## src/rtl/firlat_pkg.sv

```systemverilog
// Shared types, constants and fixed-point helpers of the lattice filter.
package firlat_pkg;

  localparam int DATA_W     = 16;
  localparam int COEF_W     = 16;
  localparam int MAX_STAGES = 8;
  localparam int COEF_IDX_W = 3;
  localparam int CFG_IDX_W  = 8;
  localparam int PROD_W     = DATA_W + COEF_W;
  localparam int RND_W      = PROD_W - 13;
  localparam int DIFF_W     = RND_W + 1;

  // Per-cycle commands from the sequencer to the datapath.
  typedef struct packed {
    logic load;    // take a new sample into f
    logic mul_b;   // multiply k[s] by stored backward value, write back b[s]
    logic mul_f;   // multiply k[s] by f, update f
    logic emit;    // load the output register with the final residual
  } cmd_t;

  // Q3.29 product to Q1.15, half rounds toward +infinity.
  function automatic logic signed [RND_W-1:0] rnd_q15(input logic signed [PROD_W-1:0] p);
    logic signed [PROD_W:0] sum;
    begin
      sum = {p[PROD_W-1], p} + (PROD_W+1)'(8192);
      rnd_q15 = sum[PROD_W:14];
    end
  endfunction

  function automatic logic signed [DATA_W-1:0] sat16(input logic signed [DIFF_W-1:0] v);
    begin
      if (v > DIFF_W'(32767)) begin
        sat16 = 16'sh7fff;
      end else if (v < -DIFF_W'(32768)) begin
        sat16 = 16'sh8000;
      end else begin
        sat16 = v[DATA_W-1:0];
      end
    end
  endfunction

  // a - rnd(p), saturated to 16 bits.
  function automatic logic signed [DATA_W-1:0] sub_sat(input logic signed [DATA_W-1:0] a,
                                                       input logic signed [PROD_W-1:0] p);
    logic signed [DIFF_W-1:0] d;
    begin
      d = DIFF_W'(a) - DIFF_W'(rnd_q15(p));
      sub_sat = sat16(d);
    end
  endfunction

endpackage

```

## src/rtl/firlat_sample_if.sv

```systemverilog
// Input sample channel.
interface firlat_sample_if;
  logic                                        valid;
  logic                                        ready;
  logic signed [firlat_pkg::DATA_W-1:0]        sample_in;

  modport source (output valid, output sample_in, input ready);
  modport sink   (input valid, input sample_in, output ready);
endinterface

```

## src/rtl/firlat_residual_if.sv

```systemverilog
// Output residual channel.
interface firlat_residual_if;
  logic                                        valid;
  logic                                        ready;
  logic signed [firlat_pkg::DATA_W-1:0]        residual_out;

  modport source (output valid, output residual_out, input ready);
  modport sink   (input valid, input residual_out, output ready);
endinterface

```

## src/rtl/firlat_cfg_if.sv

```systemverilog
// Coefficient write channel.
interface firlat_cfg_if;
  logic                                        valid;
  logic                                        ready;
  logic [firlat_pkg::CFG_IDX_W-1:0]            index;
  logic [firlat_pkg::COEF_W-1:0]               data;

  modport source (output valid, output index, output data, input ready);
  modport sink   (input valid, input index, input data, output ready);
endinterface

```

## src/rtl/firlat_ctrl.sv

```systemverilog
// Sequencer: walks the stages, two multiply phases per stage, and owns the handshakes.
module firlat_ctrl #(
  parameter int ORDER = 8,
  parameter int IDX_W = 3
) (
  input  logic               clk,
  input  logic               rst,
  input  logic               in_valid,
  output logic               in_ready,
  output logic               out_valid,
  input  logic               out_ready,
  output logic [IDX_W-1:0]   stage,
  output firlat_pkg::cmd_t   cmd
);

  typedef enum logic {IDLE, RUN} state_t;

  state_t state;
  logic   phase;
  logic   last;
  logic   slot_free;

  assign last      = (stage == IDX_W'(ORDER - 1));
  assign slot_free = !out_valid || out_ready;
  assign in_ready  = (state == IDLE);

  always_comb begin
    cmd = '0;
    unique case (state)
      IDLE: cmd.load = in_valid;
      RUN: begin
        if (!phase) begin
          cmd.mul_b = 1'b1;
        end else if (!last || slot_free) begin
          cmd.mul_f = 1'b1;
          cmd.emit  = last;
        end
      end
      default: cmd = '0;
    endcase
  end

  always_ff @(posedge clk) begin
    if (rst) begin
      state     <= IDLE;
      phase     <= 1'b0;
      stage     <= '0;
      out_valid <= 1'b0;
    end else begin
      if (out_valid && out_ready && !cmd.emit) begin
        out_valid <= 1'b0;
      end
      unique case (state)
        IDLE: begin
          if (in_valid) begin
            state <= RUN;
            phase <= 1'b0;
            stage <= '0;
          end
        end
        RUN: begin
          if (!phase) begin
            phase <= 1'b1;
          end else if (!last) begin
            phase <= 1'b0;
            stage <= stage + IDX_W'(1);
          end else if (slot_free) begin
            // stalls here while the previous result is still unclaimed
            state     <= IDLE;
            out_valid <= 1'b1;
          end
        end
        default: state <= IDLE;
      endcase
    end
  end

endmodule

```

## src/rtl/firlat_dp.sv

```systemverilog
// Datapath: coefficient and backward-delay registers, shared multiplier, stage arithmetic.
module firlat_dp #(
  parameter int ORDER = 8,
  parameter int IDX_W = 3
) (
  input  logic                                     clk,
  input  logic                                     rst,
  input  firlat_pkg::cmd_t                         cmd,
  input  logic [IDX_W-1:0]                         stage,
  input  logic signed [firlat_pkg::DATA_W-1:0]     sample_in,
  input  logic                                     cfg_we,
  input  logic [firlat_pkg::CFG_IDX_W-1:0]         cfg_index,
  input  logic [firlat_pkg::COEF_W-1:0]            cfg_data,
  output logic signed [firlat_pkg::DATA_W-1:0]     residual_out
);

  localparam int DW = firlat_pkg::DATA_W;
  localparam int PW = firlat_pkg::PROD_W;

  logic signed [firlat_pkg::COEF_W-1:0] coef [firlat_pkg::MAX_STAGES];
  logic signed [DW-1:0]                 bdel [ORDER];
  logic signed [DW-1:0]                 f;
  logic signed [DW-1:0]                 bcur;   // old b of the current stage
  logic signed [PW-1:0]                 prod;
  logic signed [firlat_pkg::COEF_W-1:0] k;
  logic signed [DW-1:0]                 mul_a;
  logic signed [DW-1:0]                 f_next;

  assign k      = coef[firlat_pkg::COEF_IDX_W'(stage)];
  assign mul_a  = cmd.mul_b ? bdel[stage] : f;
  assign f_next = firlat_pkg::sub_sat(f, prod);

  always_ff @(posedge clk) begin
    if (rst) begin
      for (int i = 0; i < firlat_pkg::MAX_STAGES; i++) begin
        coef[i] <= '0;
      end
    end else if (cfg_we && cfg_index < firlat_pkg::CFG_IDX_W'(firlat_pkg::MAX_STAGES)) begin
      coef[cfg_index[firlat_pkg::COEF_IDX_W-1:0]] <= cfg_data;
    end
  end

  always_ff @(posedge clk) begin
    if (rst) begin
      for (int i = 0; i < ORDER; i++) begin
        bdel[i] <= '0;
      end
    end else if (cmd.mul_b) begin
      // stage 0 takes the sample itself; others take b[s-1] - k[s-1]*f[s-1]
      if (stage == '0) begin
        bdel[stage] <= f;
      end else begin
        bdel[stage] <= firlat_pkg::sub_sat(bcur, prod);
      end
    end
  end

  always_ff @(posedge clk) begin
    if (cmd.load) begin
      f <= sample_in;
    end else if (cmd.mul_f) begin
      f <= f_next;
    end
    if (cmd.mul_b) begin
      bcur <= bdel[stage];
    end
    if (cmd.mul_b || cmd.mul_f) begin
      prod <= PW'(k) * PW'(mul_a);
    end
    if (cmd.emit) begin
      residual_out <= f_next;
    end
  end

endmodule

```

## src/rtl/fir_lattice_filter.sv

```systemverilog
// All-zero lattice filter: one shared multiplier, two products per stage.
// The result is registered, with valid set, as the last stage ends its second multiply phase.
// A new sample is taken only once the previous one has passed all stages, as the multiplier is shared.
// The output register lets a new sample enter while a result waits; the last
//   stage holds if that result is still unclaimed when the next one is ready.
// Reset (rst, synchronous): coefficients and backward delays clear to zero.
module fir_lattice_filter #(
  parameter int ORDER = 8
) (
  input  logic                     clk,
  input  logic                     rst,
  firlat_sample_if.sink            samples,
  firlat_residual_if.source        residuals,
  firlat_cfg_if.sink               cfg
);

  localparam int IDX_W = (ORDER > 1) ? $clog2(ORDER) : 1;

  firlat_pkg::cmd_t   cmd;
  logic [IDX_W-1:0]   stage;

  assign cfg.ready = 1'b1;

  firlat_ctrl #(
    .ORDER (ORDER),
    .IDX_W (IDX_W)
  ) u_ctrl (
    .clk       (clk),
    .rst       (rst),
    .in_valid  (samples.valid),
    .in_ready  (samples.ready),
    .out_valid (residuals.valid),
    .out_ready (residuals.ready),
    .stage     (stage),
    .cmd       (cmd)
  );

  firlat_dp #(
    .ORDER (ORDER),
    .IDX_W (IDX_W)
  ) u_dp (
    .clk          (clk),
    .rst          (rst),
    .cmd          (cmd),
    .stage        (stage),
    .sample_in    (samples.sample_in),
    .cfg_we       (cfg.valid),
    .cfg_index    (cfg.index),
    .cfg_data     (cfg.data),
    .residual_out (residuals.residual_out)
  );

endmodule
```

## src/flat_wrapper.sv

```systemverilog
// flat-port wrapper written by rule: the top's interface ports become plain ports
module fir_lattice_filter_flat 
#(
  parameter int ORDER = 8
)
  (clk, rst, samples_valid, samples_sample_in, samples_ready, residuals_valid, residuals_residual_out, residuals_ready, cfg_valid, cfg_index, cfg_data, cfg_ready);
  firlat_sample_if samples_i ();
  firlat_residual_if residuals_i ();
  firlat_cfg_if cfg_i ();
  input  logic clk;
  input  logic rst;
  input wire logic [$bits(samples_i.valid)-1:0] samples_valid;
  input wire logic [$bits(samples_i.sample_in)-1:0] samples_sample_in;
  output wire logic [$bits(samples_i.ready)-1:0] samples_ready;
  output wire logic [$bits(residuals_i.valid)-1:0] residuals_valid;
  output wire logic [$bits(residuals_i.residual_out)-1:0] residuals_residual_out;
  input wire logic [$bits(residuals_i.ready)-1:0] residuals_ready;
  input wire logic [$bits(cfg_i.valid)-1:0] cfg_valid;
  input wire logic [$bits(cfg_i.index)-1:0] cfg_index;
  input wire logic [$bits(cfg_i.data)-1:0] cfg_data;
  output wire logic [$bits(cfg_i.ready)-1:0] cfg_ready;
  assign samples_i.valid = samples_valid;
  assign samples_i.sample_in = samples_sample_in;
  assign samples_ready = samples_i.ready;
  assign residuals_valid = residuals_i.valid;
  assign residuals_residual_out = residuals_i.residual_out;
  assign residuals_i.ready = residuals_ready;
  assign cfg_i.valid = cfg_valid;
  assign cfg_i.index = cfg_index;
  assign cfg_i.data = cfg_data;
  assign cfg_ready = cfg_i.ready;
  fir_lattice_filter #(.ORDER(ORDER)) u_core (.clk(clk), .rst(rst), .samples(samples_i), .residuals(residuals_i), .cfg(cfg_i));
endmodule
```

## config.mk

```make
export PLATFORM = sky130hd
export DESIGN_NAME = fir_lattice_filter_flat
export DESIGN_NICKNAME = d
export VERILOG_FILES = /design/src/rtl/firlat_pkg.sv /design/src/rtl/firlat_sample_if.sv /design/src/rtl/firlat_residual_if.sv /design/src/rtl/firlat_cfg_if.sv /design/src/rtl/firlat_ctrl.sv /design/src/rtl/firlat_dp.sv /design/src/rtl/fir_lattice_filter.sv /design/src/flat_wrapper.sv
export SDC_FILE = /design/constraint.sdc
export NUM_CORES = 1
export LEC_CHECK = 0
export BUFFER_PORTS_ARGS = -buffer_cell sky130_fd_sc_hd__buf_2
export CORE_MARGIN = 10
export CORE_UTILIZATION = 51
export CTS_CLUSTER_SIZE = 14
export DETAILED_ROUTE_END_ITERATION = 8
export PLACE_DENSITY = 0.67
export SYNTH_ARGS = -nofsm -noshare
export SYNTH_HDL_FRONTEND = slang
export SYNTH_SLANG_ARGS = --single-unit
```

## constraint.sdc

```tcl
create_clock -name clk -period 9 [get_ports clk]
set_input_delay 0.9 -clock clk [delete_from_list [all_inputs] [get_ports clk]]
set_output_delay 0.9 -clock clk [all_outputs]
set_load 0.02 [all_outputs]
```

==> impl_metrics.py <==
metrics = {
    "logic_synthesis": {
        "synth_top_cells_by_count": "inv_1 (331), edfxtp_1 (323), fa_1 (263), nor2_1 (224), nand2_1 (197)",
        "ys_ff_latch": 332,
        "synthCells": 2399,
        "syn_area_um2": 26700,
        "seq_area_frac_synth": 0.370,
        "yosys.area.top_type": "edfxtp_1",
        "synth_nets": 2828,
        "synthArstFlopShare": 0,
        "yosysMostFrequentCell": "inv_1",
        "yosysUniqueCellTypes": 77,
        "synth-main-ff-cell": "edfxtp_1",
        "synth_edf_count": 323,
        "synth_warnings": 0,
        "avgSynthCellArea_um2": 11.1,
        "yosys.area.top_type_share": 0.364,
        "yosys-top-cells-area": "edfxtp_1 (36%), fa_1 (20%), ha_1 (5.7%)",
    },
    "sta": {
        "holdWs_ps": 502,
        "worst_pin_slew_ps": 1160,
        "period_share": 0.900,
        "max_freq_mhz": 124,
        "setup_viol": 0,
        "maxSlewHeadroom": 0.226,
        "slew_violations": 0,
        "finalCriticalPeriod_ps": 8100,
        "tns_ps": 0,
        "fin_worst_skew_ps": 25.1,
        "grt_setup_unrepaired": "no",
        "finalHoldViolations": 0,
    },
    "clocking": {
        "clk_pin_slew_worst_paths_ps": 60,
        "clkSinkCount": 332,
        "cts_tree": "done",
        "clockBufferDepth": 3,
        "cts_root_buf": "clkbuf_16",
        "worstSkewPairLatency_ps": 580,
        "ctsResizeCount": 0,
        "cts_made_buffers": 37,
        "htreeDepth": 2,
        "hold_buffers": 0,
        "cts_setup_buffers": 0,
    },
    "floorplan": {
        "pin_count": 64,
        "die_h_um": 249,
        "dieArea_um2": 61900,
        "design.core.area_um2": 51500,
        "start_util": 0.518,
        "die_x_um": 249,
        "std_cell_rows": 83,
    },
    "global_route": {
        "grt_overflow": 0,
        "grt_pass1_wl_um": 110000,
        "grt_max_degree": 34,
        "grt_use_total": 0.229,
        "antenna_found_initial": 5,
        "grt_pass1_vias": 18900,
    },
    "worst_setup_path": {
        "path_max_fanout": 33,
        "end_kind": "flop",
        "cp_data_arrival_time_ps": 8410,
        "cp_data_required_time_ps": 9320,
        "criticalPathCategory": "reg2reg",
        "worst_setup_path_start_kind": "flop",
    },
    "detailed_routing": {
        "drtIter0Drc": 1633,
        "drtPass1Iterations": 6,
        "drtAntennaViolNets": 0,
        "viasPerCell": 5.83,
        "num_vias": 18500,
        "route.detailed.drc": 0,
        "drt-total-wl_um": 72000,
        "avgRoutedWirePerCell_um": 22.7,
    },
    "cells_and_area": {
        "nNetsFinal": 2901,
        "stdcell_count": 3173,
        "fill_cells": 4363,
        "area_growth_pct": 9.15,
        "multiInputGateArea_um2": 15200,
        "drive_gt1_frac": 0.117,
        "diodes": 0,
        "ff_latch_area_um2": 9890,
    },
    "place": {
        "dp_hpwl_um": 53800,
        "gp_congestion": 0.916,
        "dpl.cell_count": 3113,
        "port_buffers": 62,
    },
    "status": {
        "status": "finished, final reports clean",
    },
    "job": {
        "cap_viol_max_count": 0,
    },
    "worst_hold_path": {
        "min_path_type": "reg2reg",
    },
}
critical path, cell delays in order, from the launching register on:
cell	delay, ps
dfxtp_4	810
buf_12	330
mux4_2	550
mux2i_1	780
nor2_1	170
fa_1	550
inv_1	50
fa_1	460
fa_1	430
fa_1	500
inv_1	60
fa_1	520
inv_1	50
fa_1	480
inv_1	40
ha_1	300
a21oi_1	90
o21ai_0	310
a21oi_1	70
o31ai_1	300
a211o_1	270
a2111oi_0	140
or3_1	400
xnor2_1	130
worst paths after layout:
kind	endpoint	startpoint	cells after the start	slack [ps]
hold / removal	u_core.u_ctrl.out_valid$_SDFF_PP0_	u_core.u_ctrl.out_valid$_SDFF_PP0_	2	500
setup reg to reg	u_core.u_dp.prod[28]$_DFFE_PP_	flop	23	900
setup / recovery	u_core.u_dp.prod[28]$_DFFE_PP_	flop	23	900
hold reg to reg	u_core.u_ctrl.out_valid$_SDFF_PP0_	u_core.u_ctrl.out_valid$_SDFF_PP0_	2	500
layer usage:
metal	global-route usage	wire length, um
met2	0.377	34300
met4	0.0667	2060
met5	0	32
met1	0.304	29700
met3	0.0405	5900
logic make-up after synthesis:
| logic type | after synthesis | synth area share |
|---|---|---|
| AO/OA/AOI/OAI | 283 | 0.0752 |
| multiplexers | 111 | 0.0725 |
| adder cells (fa/ha/maj) | 384 | 0.254 |
| buffers and inverters | 412 | 0.0595 |
| AND/OR/NAND/NOR | 807 | 0.146 |
| other | 1 | 0.000141 |
| flip-flops | 332 | 0.370 |
| XOR/XNOR | 69 | 0.0227 |
placed cells by master (no fill, tap or decap), drive strengths merged, types with 27 or more instances in the layout:
cell and n:
and2 145, ha 121, a21o 27, nand2b 29, a21oi 85, o21ai 56, mux2i 30, nand2 197
mux4 64, buf 115, xor2 28, inv 332, nor3 108, clkbuf 47, fa 263, nor2 224
xnor2 41, edfxtp 323
sequential cells by signal, summed over array words and instances, names as in the netlist, 3 cells and up, named ones only:
signal / flops
u_core.u_dp.bdel: 128
u_core.u_dp.coef: 128
u_core.u_dp.prod: 19
u_core.u_dp.bcur: 16
u_core.u_dp.f: 16
u_core.u_dp.residual_out: 16
u_core.u_ctrl.stage: 3
metrics by stage:
step | util | worst slack, ps | instance area (um^2)
after CTS | 0.565 | 906 | 29100
after global placement | 0.542 | 1050 | 27900
after detailed placement | 0.542 | 964 | 27900
after global routing | 0.565 | 444 | 29100
after floorplan | - | 1480 | 26700
final | 0.565 | 903 | 29100
final cells by class:
class / instances / share of cell area
Sequential cell: 332 / 0.340
Timing Repair Buffer: 115 / 0.0248
Clock inverter: 13 / 0.00795
Clock buffer: 47 / 0.0331
Tap cell: 680 / 0.0292
Multi-Input combinational cell: 1655 / 0.523
Inverter: 331 / 0.0427
Power is left out: the tool's default activity adds up to more than one toggle a clock period on the data nets, which glitch-free logic cannot reach.
